--- src/hw/rtl/pee_pkg.sv ---
// Package for the postfix expression evaluator: sizes, character codes, types.
package pee_pkg;

	// Sizes of the stack and of the fixed-point values.
	localparam int STACK_DEPTH   = 16;
	localparam int VALUE_WIDTH   = 48;
	localparam int FRACTION_BITS = 16;

	// Derived widths.
	localparam int LEVEL_W = $clog2(STACK_DEPTH + 1);
	localparam int ADDR_W  = $clog2(STACK_DEPTH);
	localparam int SUM_W   = VALUE_WIDTH + 1;
	localparam int DIV_W   = VALUE_WIDTH + FRACTION_BITS;
	localparam int CNT_W   = $clog2(DIV_W + 1);
	localparam int WIDE_W  = 2 * VALUE_WIDTH + FRACTION_BITS;
	localparam int DIGIT_W = VALUE_WIDTH + FRACTION_BITS + 4;

	// ASCII codes of the characters that the evaluator understands.
	localparam logic [7:0] CH_ZERO  = 8'h30;
	localparam logic [7:0] CH_NINE  = 8'h39;
	localparam logic [7:0] CH_PLUS  = 8'h2B;
	localparam logic [7:0] CH_MINUS = 8'h2D;
	localparam logic [7:0] CH_STAR  = 8'h2A;
	localparam logic [7:0] CH_SLASH = 8'h2F;
	localparam logic [7:0] CH_SPACE = 8'h20;

	// Line status codes, as reported on the result channel.
	typedef enum logic [1:0] {
		ST_OK       = 2'd0,
		ST_INVALID  = 2'd1,
		ST_OVERFLOW = 2'd2,
		ST_DIVZERO  = 2'd3
	} status_t;

	// Arithmetic operations.
	typedef enum logic [1:0] {
		OP_ADD = 2'd0,
		OP_SUB = 2'd1,
		OP_MUL = 2'd2,
		OP_DIV = 2'd3
	} op_t;

	// Sequencer states.
	typedef enum logic [2:0] {
		S_IDLE,
		S_RD_LEFT,
		S_OPERAND,
		S_MAG_B,
		S_MUL,
		S_DIV,
		S_FINISH,
		S_RESULT
	} state_t;

endpackage

--- src/hw/rtl/postfix_expression_evaluator.sv ---
// Postfix expression evaluator: takes one character per transfer on the symbol channel and
// returns one result per line on the result channel. Digits, spaces, unknown characters,
// operators that find too few operands and every character after an error are handled in the
// idle state alone; + and - also pass through the operand-read states. The end-of-line mark
// passes through a result state and stays there while the result of the previous line still
// waits in the output register. Multiply and divide run on one shared adder under a small
// sequencer: a multiply as one shift-add step per cycle, a divide as one restoring quotient
// bit per cycle. The stack sits in a RAM with one read port, so the two operands are read
// one after the other. sym_stall is high while an operation is in progress
// and the input is taken again once the sequencer is back in its idle state. A result
// waits in an output register until it is taken; the next line's characters are accepted
// meanwhile, but a further end-of-line mark holds the input until that register is free. Values
// are signed fixed point with FRACTION_BITS fraction bits; the value field is zero whenever
// the status is not ok, and the first error of a line freezes the stack until end of line.
module postfix_expression_evaluator
	import pee_pkg::*;
(
	input  logic                          clk,
	input  logic                          arst_n,
	input  logic                          sym_valid,
	output logic                          sym_stall,
	input  logic [7:0]                    symbol,
	input  logic                          end_of_line,
	output logic                          res_valid,
	input  logic                          res_stall,
	output logic signed [VALUE_WIDTH-1:0] value,
	output logic [1:0]                    status
);

	// Control state.
	state_t               state_q, state_d;
	logic [LEVEL_W-1:0]   level_q;
	status_t              line_status_q;
	status_t              fin_status_q;
	op_t                  op_q;
	logic [CNT_W-1:0]     cnt_q;
	logic                 res_valid_q;

	// Datapath registers.
	logic [VALUE_WIDTH-1:0]   a_q;
	logic [VALUE_WIDTH-1:0]   b_q;
	logic                     neg_q;
	logic [VALUE_WIDTH-1:0]   acc_q;
	logic [VALUE_WIDTH-1:0]   mq_q;
	logic [DIV_W-1:0]         dq_q;
	logic [VALUE_WIDTH-2:0]   rem_q;
	logic [VALUE_WIDTH-1:0]   value_q;
	status_t                  status_q;

	// Stack RAM ports.
	logic                   wr_en;
	logic [ADDR_W-1:0]      wr_addr;
	logic [VALUE_WIDTH-1:0] wr_data;
	logic                   rd_en;
	logic [ADDR_W-1:0]      rd_addr;
	logic [VALUE_WIDTH-1:0] rd_data;

	// Shared adder.
	logic [SUM_W-1:0] add_x;
	logic [SUM_W-1:0] add_y;
	logic             add_sub;
	logic [SUM_W-1:0] sum;

	// Decoded input and derived values.
	logic                     sym_accept;
	logic                     is_digit;
	logic                     is_op;
	op_t                      sym_op;
	logic [7:0]               digit_diff;
	logic [DIGIT_W-1:0]       digit_wide;
	logic                     digit_fits;
	logic [LEVEL_W-1:0]       level_m1;
	logic [LEVEL_W-1:0]       level_m2;
	logic                     addsub_ovf;
	logic [VALUE_WIDTH:0]     div_trial;
	logic                     div_ge;
	logic [WIDE_W-1:0]        fin_wide;
	logic [VALUE_WIDTH-1:0]   fin_mag;
	logic                     fin_fits;
	logic                     res_load;

	pee_ram #(
		.WIDTH (VALUE_WIDTH),
		.DEPTH (STACK_DEPTH)
	) u_stack (
		.clk     (clk),
		.wr_en   (wr_en),
		.wr_addr (wr_addr),
		.wr_data (wr_data),
		.rd_en   (rd_en),
		.rd_addr (rd_addr),
		.rd_data (rd_data)
	);

	// Input handshake: characters are taken only in the idle state.
	assign sym_stall  = (state_q != S_IDLE);
	assign sym_accept = sym_valid && !sym_stall;

	// Character decode.
	always_comb begin
		is_digit   = (symbol >= CH_ZERO) && (symbol <= CH_NINE);
		digit_diff = symbol - CH_ZERO;
		digit_wide = DIGIT_W'(digit_diff[3:0]) << FRACTION_BITS;
		digit_fits = (digit_wide[DIGIT_W-1:VALUE_WIDTH-1] == '0);
		is_op      = 1'b1;
		sym_op     = OP_ADD;
		case (symbol)
			CH_PLUS:  sym_op = OP_ADD;
			CH_MINUS: sym_op = OP_SUB;
			CH_STAR:  sym_op = OP_MUL;
			CH_SLASH: sym_op = OP_DIV;
			default:  is_op = 1'b0;
		endcase
	end

	assign level_m1 = level_q - LEVEL_W'(1);
	assign level_m2 = level_q - LEVEL_W'(2);

	// The shared adder: x + y or x - y.
	assign sum = add_x + (add_y ^ {SUM_W{add_sub}}) + SUM_W'(add_sub);

	// Flags taken from the adder and from the loop registers.
	always_comb begin
		addsub_ovf = (sum[VALUE_WIDTH] != sum[VALUE_WIDTH-1]);
		div_trial  = {1'b0, rem_q, dq_q[DIV_W-1]};
		div_ge     = !sum[VALUE_WIDTH];
		if (op_q == OP_MUL) begin
			fin_wide = WIDE_W'({acc_q, mq_q}) >> FRACTION_BITS;
		end else begin
			fin_wide = WIDE_W'(dq_q);
		end
		fin_mag  = fin_wide[VALUE_WIDTH-1:0];
		fin_fits = (fin_wide[WIDE_W-1:VALUE_WIDTH] == '0) &&
			(!fin_mag[VALUE_WIDTH-1] || (neg_q && (fin_mag[VALUE_WIDTH-2:0] == '0)));
	end

	// Next state of the sequencer.
	always_comb begin
		state_d = state_q;
		case (state_q)
			S_IDLE: begin
				if (sym_accept) begin
					if (end_of_line) begin
						state_d = S_RESULT;
					end else if (line_status_q == ST_OK && is_op && level_q >= LEVEL_W'(2)) begin
						state_d = S_RD_LEFT;
					end
				end
			end
			S_RD_LEFT: state_d = S_OPERAND;
			S_OPERAND: begin
				if (op_q == OP_ADD || op_q == OP_SUB) begin
					state_d = S_IDLE;
				end else if (op_q == OP_DIV && b_q == '0) begin
					state_d = S_IDLE;
				end else begin
					state_d = S_MAG_B;
				end
			end
			S_MAG_B: state_d = (op_q == OP_MUL) ? S_MUL : S_DIV;
			S_MUL:   state_d = (cnt_q == CNT_W'(1)) ? S_FINISH : S_MUL;
			S_DIV:   state_d = (cnt_q == CNT_W'(1)) ? S_FINISH : S_DIV;
			S_FINISH: state_d = S_IDLE;
			S_RESULT: state_d = res_load ? S_IDLE : S_RESULT;
			default: state_d = S_IDLE;
		endcase
	end

	// Memory and adder controls of each state.
	always_comb begin
		wr_en   = 1'b0;
		wr_addr = level_q[ADDR_W-1:0];
		wr_data = digit_wide[VALUE_WIDTH-1:0];
		rd_en   = 1'b0;
		rd_addr = level_m1[ADDR_W-1:0];
		add_x   = '0;
		add_y   = '0;
		add_sub = 1'b0;
		res_load = 1'b0;
		case (state_q)
			S_IDLE: begin
				if (sym_accept) begin
					if (end_of_line) begin
						rd_en   = 1'b1;
						rd_addr = '0;
					end else if (line_status_q == ST_OK) begin
						if (is_digit && level_q != LEVEL_W'(STACK_DEPTH) && digit_fits) begin
							wr_en = 1'b1;
						end
						if (is_op && level_q >= LEVEL_W'(2)) begin
							rd_en = 1'b1;
						end
					end
				end
			end
			S_RD_LEFT: begin
				rd_en   = 1'b1;
				rd_addr = level_m2[ADDR_W-1:0];
			end
			S_OPERAND: begin
				if (op_q == OP_ADD || op_q == OP_SUB) begin
					add_x   = {rd_data[VALUE_WIDTH-1], rd_data};
					add_y   = {b_q[VALUE_WIDTH-1], b_q};
					add_sub = (op_q == OP_SUB);
					wr_en   = !addsub_ovf;
					wr_addr = level_m2[ADDR_W-1:0];
					wr_data = sum[VALUE_WIDTH-1:0];
				end else begin
					add_y   = {rd_data[VALUE_WIDTH-1], rd_data};
					add_sub = 1'b1;
				end
			end
			S_MAG_B: begin
				add_y   = {b_q[VALUE_WIDTH-1], b_q};
				add_sub = 1'b1;
			end
			S_MUL: begin
				add_x = {1'b0, acc_q};
				add_y = mq_q[0] ? {1'b0, b_q} : '0;
			end
			S_DIV: begin
				add_x   = div_trial;
				add_y   = {1'b0, b_q};
				add_sub = 1'b1;
			end
			S_FINISH: begin
				add_y   = {1'b0, fin_mag};
				add_sub = neg_q;
				wr_en   = fin_fits;
				wr_addr = level_m2[ADDR_W-1:0];
				wr_data = sum[VALUE_WIDTH-1:0];
			end
			S_RESULT: begin
				res_load = !res_valid_q || !res_stall;
			end
			default: begin
				wr_en = 1'b0;
			end
		endcase
	end

	// Control registers.
	always_ff @(posedge clk or negedge arst_n) begin
		if (!arst_n) begin
			state_q       <= S_IDLE;
			level_q       <= '0;
			line_status_q <= ST_OK;
			res_valid_q   <= 1'b0;
		end else begin
			state_q <= state_d;
			if (res_load) begin
				res_valid_q <= 1'b1;
			end else if (!res_stall) begin
				res_valid_q <= 1'b0;
			end
			case (state_q)
				S_IDLE: begin
					if (sym_accept) begin
						if (end_of_line) begin
							level_q       <= '0;
							line_status_q <= ST_OK;
						end else if (line_status_q == ST_OK) begin
							if (is_digit) begin
								if (level_q == LEVEL_W'(STACK_DEPTH) || !digit_fits) begin
									line_status_q <= ST_OVERFLOW;
								end else begin
									level_q <= level_q + LEVEL_W'(1);
								end
							end else if (is_op) begin
								if (level_q < LEVEL_W'(2)) begin
									line_status_q <= ST_INVALID;
								end
							end else if (symbol != CH_SPACE) begin
								line_status_q <= ST_INVALID;
							end
						end
					end
				end
				S_OPERAND: begin
					if (op_q == OP_ADD || op_q == OP_SUB) begin
						if (addsub_ovf) begin
							line_status_q <= ST_OVERFLOW;
						end else begin
							level_q <= level_m1;
						end
					end else if (op_q == OP_DIV && b_q == '0) begin
						line_status_q <= ST_DIVZERO;
					end
				end
				S_FINISH: begin
					if (fin_fits) begin
						level_q <= level_m1;
					end else begin
						line_status_q <= ST_OVERFLOW;
					end
				end
				default: begin
					level_q <= level_q;
				end
			endcase
		end
	end

	// Operands, loop registers and the result register.
	always_ff @(posedge clk) begin
		case (state_q)
			S_IDLE: begin
				op_q <= sym_op;
				if (line_status_q != ST_OK) begin
					fin_status_q <= line_status_q;
				end else if (level_q != LEVEL_W'(1)) begin
					fin_status_q <= ST_INVALID;
				end else begin
					fin_status_q <= ST_OK;
				end
			end
			S_RD_LEFT: begin
				// Right operand arrives first.
				b_q <= rd_data;
			end
			S_OPERAND: begin
				a_q   <= rd_data[VALUE_WIDTH-1] ? sum[VALUE_WIDTH-1:0] : rd_data;
				neg_q <= rd_data[VALUE_WIDTH-1] ^ b_q[VALUE_WIDTH-1];
			end
			S_MAG_B: begin
				b_q   <= b_q[VALUE_WIDTH-1] ? sum[VALUE_WIDTH-1:0] : b_q;
				acc_q <= '0;
				mq_q  <= a_q;
				dq_q  <= DIV_W'(a_q) << FRACTION_BITS;
				rem_q <= '0;
				cnt_q <= (op_q == OP_MUL) ? CNT_W'(VALUE_WIDTH) : CNT_W'(DIV_W);
			end
			S_MUL: begin
				// Add the multiplicand on a set multiplier bit, then shift the pair right.
				acc_q <= sum[VALUE_WIDTH:1];
				mq_q  <= {sum[0], mq_q[VALUE_WIDTH-1:1]};
				cnt_q <= cnt_q - CNT_W'(1);
			end
			S_DIV: begin
				// Restoring step: keep the difference when the trial is not below the divisor.
				rem_q <= div_ge ? sum[VALUE_WIDTH-2:0] : div_trial[VALUE_WIDTH-2:0];
				dq_q  <= {dq_q[DIV_W-2:0], div_ge};
				cnt_q <= cnt_q - CNT_W'(1);
			end
			S_RESULT: begin
				if (res_load) begin
					value_q  <= (fin_status_q == ST_OK) ? rd_data : '0;
					status_q <= fin_status_q;
				end
			end
			default: begin
				cnt_q <= cnt_q;
			end
		endcase
	end

	// Result channel.
	assign res_valid = res_valid_q;
	assign value     = value_q;
	assign status    = status_q;

endmodule

--- src/hw/rtl/pee_ram.sv ---
// Generic single-write, single-read RAM with registered read data.
module pee_ram #(
	parameter int WIDTH = 8,
	parameter int DEPTH = 16
) (
	input  logic                     clk,
	input  logic                     wr_en,
	input  logic [$clog2(DEPTH)-1:0] wr_addr,
	input  logic [WIDTH-1:0]         wr_data,
	input  logic                     rd_en,
	input  logic [$clog2(DEPTH)-1:0] rd_addr,
	output logic [WIDTH-1:0]         rd_data
);

	logic [WIDTH-1:0] mem_q [DEPTH];

	// Write port and registered read port.
	always_ff @(posedge clk) begin
		if (wr_en) begin
			mem_q[wr_addr] <= wr_data;
		end
		if (rd_en) begin
			rd_data <= mem_q[rd_addr];
		end
	end

endmodule
--- config.mk ---
export PLATFORM = sky130hd
export DESIGN_NAME = postfix_expression_evaluator
export DESIGN_NICKNAME = d
export VERILOG_FILES = /design/src/hw/rtl/pee_pkg.sv /design/src/hw/rtl/postfix_expression_evaluator.sv /design/src/hw/rtl/pee_ram.sv
export SDC_FILE = /design/constraint.sdc
export NUM_CORES = 2
export LEC_CHECK = 0
export BUFFER_PORTS_ARGS = -buffer_cell sky130_fd_sc_hd__buf_2
export CORE_MARGIN = 3
export CORE_UTILIZATION = 60
export DETAILED_ROUTE_END_ITERATION = 7
export PLACE_DENSITY_LB_ADDON = 0.2
export SKIP_LAST_GASP = 1
export SLEW_MARGIN = 20
export SYNTH_ARGS = -nofsm -noshare
export SYNTH_HDL_FRONTEND = slang
export SYNTH_SLANG_ARGS = --single-unit
--- constraint.sdc ---
create_clock -name clk -period 16.6 [get_ports clk]
set_clock_uncertainty 0.15 [all_clocks]
set_input_delay 3.32 -clock clk [delete_from_list [all_inputs] [get_ports clk]]
set_output_delay 3.32 -clock clk [all_outputs]
set_load 0.03 [all_outputs]
=== After elaboration in Yosys (flattened, before gate mapping) ===
Memories as Yosys holds them, arrays and structs flattened. A register that Yosys moved wholly into a read port is not among the register bits.
Cells that the tools add are included.

* Word-level logic and storage cells: 185
* Bits in writable memories: 768
* Register bits after elaboration: 376
* Output and inout port bits: 52
* Memories: 1

{| class="wikitable"
|+ Memory list
! name !! words !! width !! read ports !! clocked after Yosys merged registers in !! write ports !! RTL line !! source
|-
| u_stack.mem_q || 16 || 48 || 1 || 1 || 1 || pee_ram.sv:15 || <nowiki>logic [WIDTH-1:0] mem_q [DEPTH];</nowiki>
|}

* Reductions and logical operators: 40
* Bitwise operators: 2
* Order comparisons: 4
* Add/subtract/negate cells: 7
* Equal/unequal tests: 36
* Mux-type cells: 77

{| class="wikitable"
|+ Operators by type and width
! operator !! number
|-
| 48-bit one-hot mux with 2 select lines || 4
|-
| 49-bit one-hot mux with 5 select lines || 1
|-
| 49-bit one-hot mux with 3 select lines || 1
|-
| 48-bit 2-to-1 mux || 3
|-
| 64-bit one-hot mux with 2 select lines || 1
|-
| 49-bit 2-to-1 mux || 2
|-
| 47-bit 2-to-1 mux || 2
|-
| 47-bit one-hot mux with 2 select lines || 1
|-
| 80-bit 2-to-1 mux || 1
|-
| 64-bit logical NOT || 1
|-
| 49-bit by 1-bit adder with 49-bit output || 1
|-
| 49-bit adder || 1
|-
| 49-bit XOR || 1
|-
| 48-bit logical NOT || 1
|-
| 47-bit logical NOT || 1
|-
| 5-bit 2-to-1 mux || 8
|-
| 2-bit 2-to-1 mux || 17
|-
| 8-bit by 6-bit == test with 1-bit output (second input constant) || 4
|-
| 3-bit one-hot mux with 8 select lines || 1
|-
| 1-bit 2-to-1 mux || 18
|-
| 3-bit != test (second input constant) || 6
|-
| 4-bit one-hot mux with 2 select lines || 2
|-
| 5-bit != test (second input constant) || 3
|-
| 5-bit one-hot mux with 3 select lines || 1
|-
| 42 further kinds || 84
|}

=== Depth between registers and ports, before layout ===
* Depth in word-level cells: 13
* Mapped depth: 23

=== Hierarchy ===
From an unflattened synthesis, not the netlist that was laid out.

* Cells, all modules: 3558
* Area total of the unflattened synthesis: 52678.0 um2

{| class="wikitable"
|+ By module, submodules not included
! module !! times used !! cells an instance !! area an instance (um2)
|-
| pee_ram || 1 || 1242 || 30171.4
|-
| postfix_expression_evaluator || 1 || 2316 || 22506.6
|}

=== Worst setup path before layout ===
No wires, ideal clock.

* Kind: input-to-reg
* From: in symbol[1]
* To: mem u_stack.mem_q[6][0] (netlist name) (enable)
* Stages on the path: 7
* Arrival time: 8.047 ns
* Slack: 7.890 ns
* Buffers on the path: 1
* Cells stage by stage: o21ai_0 > nand4_1 > or4b_2 > o22ai_1 > a21oi_2 > buf_6 > nor3_1

* Longest elaborated chain between the ends: 10
* Elaborated cells on any way between the ends: 11

{| class="wikitable"
|+ Ends and longest elaborated chain
! element !! RTL line !! source
|-
| start, declared || postfix_expression_evaluator.sv:22 || <nowiki>input logic [7:0] symbol,</nowiki>
|-
| 8-bit by 6-bit greater-or-equal comparator with 1-bit output / 8-bit by 6-bit less-or-equal comparator with 1-bit output (equally long branches) || postfix_expression_evaluator.sv:101 || <nowiki>is_digit = (symbol >= CH_ZERO) && (symbol <= CH_NINE);</nowiki>
|-
| 1-bit logical AND (*) || postfix_expression_evaluator.sv:101 ||
|-
| 1-bit logical AND (*) || postfix_expression_evaluator.sv:187 || <nowiki>if (is_digit && level_q != LEVEL_W'(STACK_DEPTH) && digit_fits) begin</nowiki>
|-
| 1-bit 2-to-1 mux (*) || postfix_expression_evaluator.sv:187 ||
|-
| 1-bit 2-to-1 mux (*) || postfix_expression_evaluator.sv:186 || <nowiki>end else if (line_status_q == ST_OK) begin</nowiki>
|-
| 1-bit 2-to-1 mux (*) || postfix_expression_evaluator.sv:183 || <nowiki>if (end_of_line) begin</nowiki>
|-
| 1-bit 2-to-1 mux (*) || postfix_expression_evaluator.sv:182 || <nowiki>if (sym_accept) begin</nowiki>
|-
| 1-bit one-hot mux with 3 select lines (*) || postfix_expression_evaluator.sv:180 || <nowiki>case (state_q)</nowiki>
|-
| 1-bit 2-to-1 mux (*) || pee_ram.sv:19 || <nowiki>if (wr_en) begin</nowiki>
|-
| 1-bit 2-to-1 mux (not written as such) (*) || pee_ram.sv:20 || <nowiki>mem_q[wr_addr] <= wr_data;</nowiki>
|-
| end, declared || pee_ram.sv:15 ||
|}

Every way passes the cells marked *; elsewhere a longest branch is shown, timed or not.

=== Worst setup path in the final report ===
* From: reg state_q[0]
* To: mem u_stack.mem_q[4][17] (netlist name) (enable)

* Longest elaborated chain between the ends: 12
* Elaborated cells on any way between the ends: 24

{| class="wikitable"
|+ Ends and longest elaborated chain
! element !! RTL line !! source
|-
| start, declared || postfix_expression_evaluator.sv:31 || <nowiki>state_t state_q, state_d;</nowiki>
|-
| start signal, assigned || postfix_expression_evaluator.sv:250 || <nowiki>state_q <= state_d;</nowiki>
|-
| 3-bit == test / 3-bit by 2-bit == test with 1-bit output (equally long branches) || postfix_expression_evaluator.sv:180 ||
|-
| 2-bit OR reduction (no source line) || -- ||
|-
| 1-bit one-hot mux with 3 select lines || postfix_expression_evaluator.sv:180 ||
|-
| 49-bit XOR || postfix_expression_evaluator.sv:120 || <nowiki>assign sum = add_x + (add_y ^ {SUM_W{add_sub}}) + SUM_W'(add_sub);</nowiki>
|-
| 49-bit adder || postfix_expression_evaluator.sv:120 ||
|-
| 49-bit by 1-bit adder with 49-bit output || postfix_expression_evaluator.sv:120 ||
|-
| 1-bit != test || postfix_expression_evaluator.sv:124 || <nowiki>addsub_ovf = (sum[VALUE_WIDTH] != sum[VALUE_WIDTH-1]);</nowiki>
|-
| 1-bit logical NOT || postfix_expression_evaluator.sv:205 || <nowiki>wr_en = !addsub_ovf;</nowiki>
|-
| 1-bit 2-to-1 mux || postfix_expression_evaluator.sv:201 || <nowiki>if (op_q == OP_ADD || op_q == OP_SUB) begin</nowiki>
|-
| 1-bit one-hot mux with 3 select lines || postfix_expression_evaluator.sv:180 ||
|-
| 1-bit 2-to-1 mux || pee_ram.sv:19 ||
|-
| 1-bit 2-to-1 mux (not written as such) || pee_ram.sv:20 ||
|}

Several ways; a longest one is shown, not always the timed one.

==> out/qor.yml <==
reg2reg_depth: 21
hold_class: "reg2reg"
period_share_pct: 49.3
syn2layout_area_growth_pct: 10.7
whs_path_depth: 2
io_buffers: 64
arrival_ns: 8.37
routabilityCongestion: 1.03
clock-sinks: 1192
finalSetupViolCount: 0
vias: 33157
holdBufCountCts: 0
cp-start-kind: "flip-flop"
wl_per_cell_microns: 31.2
clock.fmax_mhz: 122
row_count: 108
cts_inserted_buffers: 115
holdWs_ns: 0.366
clkTransAtPathRegs_ns: 0.07
grt_antenna_before_repair: 6
die_w_microns: 302
required_ns: 16.79
final_cell_mix: "edfxtp_1 (1181), nand2_1 (613), mux4_2 (192), and2_1 (157), nor2_1 (134)"
drive_above_1_share_pct: 15.9
cts_max_level: 3
post_cts_buffers: 0
dieArea_sq_mm: 0.0915
post-route-util_pct: 67.2
synth-async-reset-ratio_pct: 0.923
grt_max_degree: 105
yosys_warnings: 0
hold_path_end: "mq_q[10]"
grt_pass1_vias: 32651
critPathMaxFanout: 50
place_hpwl_mm: 93.6
rsz0062_at_grt: "false"
drv_cap: 0
worst_slew_pin_slew_ns: 1.16
setup_tns_ns: 0
synth-edff-count: 1181
final_common_cell: "edfxtp_1"
grt_first_pass_wirelength_mm: 223
first_iter_violations: 4829
clock_path_buffers: 3
setup.worst_path.class: "reg2reg"
slew_viol_final: 0
root_buffer: "clkbuf_16"
finalNetCount: 3686
postSynthAreaPerCell_sq_um: 14.7
viasPerCell: 6.82
drt-total-wl_mm: 152
ioPinCount: 65
yosysSeqAreaShare_pct: 67.8
grt_use_total_pct: 33.7
status: "finished clean"
hp-start: "mq_q[11]"
fillers: 5911
start_util_pct: 60.7
relSlewSlack_pct: 22.0
die_h_microns: 302
drc: 0
ys_ff_latch: 1192
critPathCaptureType: "flip-flop"
dr.pass1.iters: 6
cts_tree: "done"
yosysUniqueCellTypes: 81
period_needed_ns: 8.18
grt-ovfl-total: 0
r2r_slack_ns: 8.42
syn_area_sq_mm: 0.0527
drtAntennaViolNets: 0
timing.rr.end: "u_stack.mem_q[4][17]"
rr_startpoint: "state_q[0]"
synth_flop_cell: "edfxtp_1"
hold_violations: 0
cts-resized-gates: 0
clock_latency_ns: 0.72
synth_nets: 3655
syn-instance-count: 3584
core_sq_mm: 0.0869
## how the worst max path moves through the flow
stage | cells past startpoint | to | startpoint | slack [ns]
floorplan | 7 | u_stack.mem_q[6][0] | symbol[1] | 7.89
global placement | 21 | u_stack.mem_q[7][21] | state_q[0] | 8.76
detailed placement | 21 | u_stack.mem_q[7][24] | state_q[0] | 8.50
CTS | 21 | u_stack.mem_q[7][17] | state_q[0] | 8.46
global route | 21 | u_stack.mem_q[4][19] | state_q[0] | 8.02
finish | 21 | u_stack.mem_q[4][17] | state_q[0] | 8.42
## per-stage QoR
step / area [sq um] / cells / setup WS, ns
final: 58400 / 4864 / 8.42
after global routing: 58400 / 4862 / 8.02
after CTS: 58300 / 4861 / 8.46
after detailed placement: 54500 / 4652 / 8.50
after global placement: 54500 / 4652 / 8.76
after floorplan: 52700 / 3584 / 7.89
## synth_stat cells (all sizes together), types with 23 or more instances
library cell | number | area (sq um)
edfxtp | 1181 | 35500
clkbuf | 167 | 627
a31oi | 61 | 397
nand2 | 615 | 2310
nor2 | 146 | 548
mux4 | 192 | 4320
inv | 38 | 143
nor3 | 45 | 235
a22o | 31 | 272
a211oi | 56 | 420
a21o | 33 | 248
a21oi | 120 | 608
and2 | 161 | 1010
a221oi | 50 | 438
xnor2 | 92 | 813
nand3 | 23 | 115
ha | 57 | 713
mux2i | 96 | 973
o21ai | 94 | 470
nor4 | 42 | 263
buf | 55 | 250
mux2 | 37 | 420
## state kept, by name, indices dropped and copies added, names as in the netlist, 47 cells and up
name	cells
acc_q	48
u_stack.rd_data	48
dq_q	64
value	48
mq_q	48
b_q	48
a_q	48
rem_q	47
u_stack.mem_q	768
## kinds of logic after synthesis
family | after synthesis | synth area share (%)
buffers and inverters | 260 | 1.93
muxes | 325 | 10.8
adders and majority gates | 58 | 1.39
xor gates and xnor gates | 112 | 1.87
and+or+nand+nor | 1104 | 9.41
AOI/OAI and AO/OA | 533 | 6.76
DFF | 1192 | 67.8
## worst max-delay path, stage by stage (launching register included)
cell and delay, ns:
dfrtp_4 0.75, or3b_1 0.62, nor2_4 0.12, buf_4 0.53
a21oi_1 0.27, mux2i_4 0.28, inv_1 0.10, fa_1 0.50
nor2b_1 0.19, o2111ai_1 0.18, a31oi_1 0.32, a21boi_1 0.27
o21bai_2 0.25, a31oi_1 0.19, o41ai_1 0.45, buf_4 0.21
xnor2_2 0.09, xnor2_2 0.29, a21oi_2 0.12, buf_4 0.28
nor3_2 0.89, buf_4 0.70
## per-layer routing
metal / wire length (microns) / global-route usage, % / vias up
met2: 69900 / 51.5 / 2109
li1: - / - / 13797
met1: 58700 / 48.2 / 16896
met5: 0 / 0 / -
met3: 16400 / 7.16 / 355
met4: 6830 / 13.6 / 0
## final cells by class
| type | count | area [sq um] | share of cell area (%) |
|---|---|---|---|
| Multi-Input combinational cell | 2132 | 16300 | 27.9 |
| Antenna cell | 2 | 5.00 | 0.00858 |
| Tap cell | 1155 | 1450 | 2.48 |
| Inverter | 38 | 143 | 0.244 |
| Clock buffer | 135 | 2970 | 5.10 |
| Sequential cell | 1192 | 35700 | 61.2 |
| Clock inverter | 74 | 858 | 1.47 |
| Timing Repair Buffer | 136 | 906 | 1.55 |
Power is left out: the tool's default activity adds up to more than one toggle a clock period on the data nets, which glitch-free logic cannot reach.
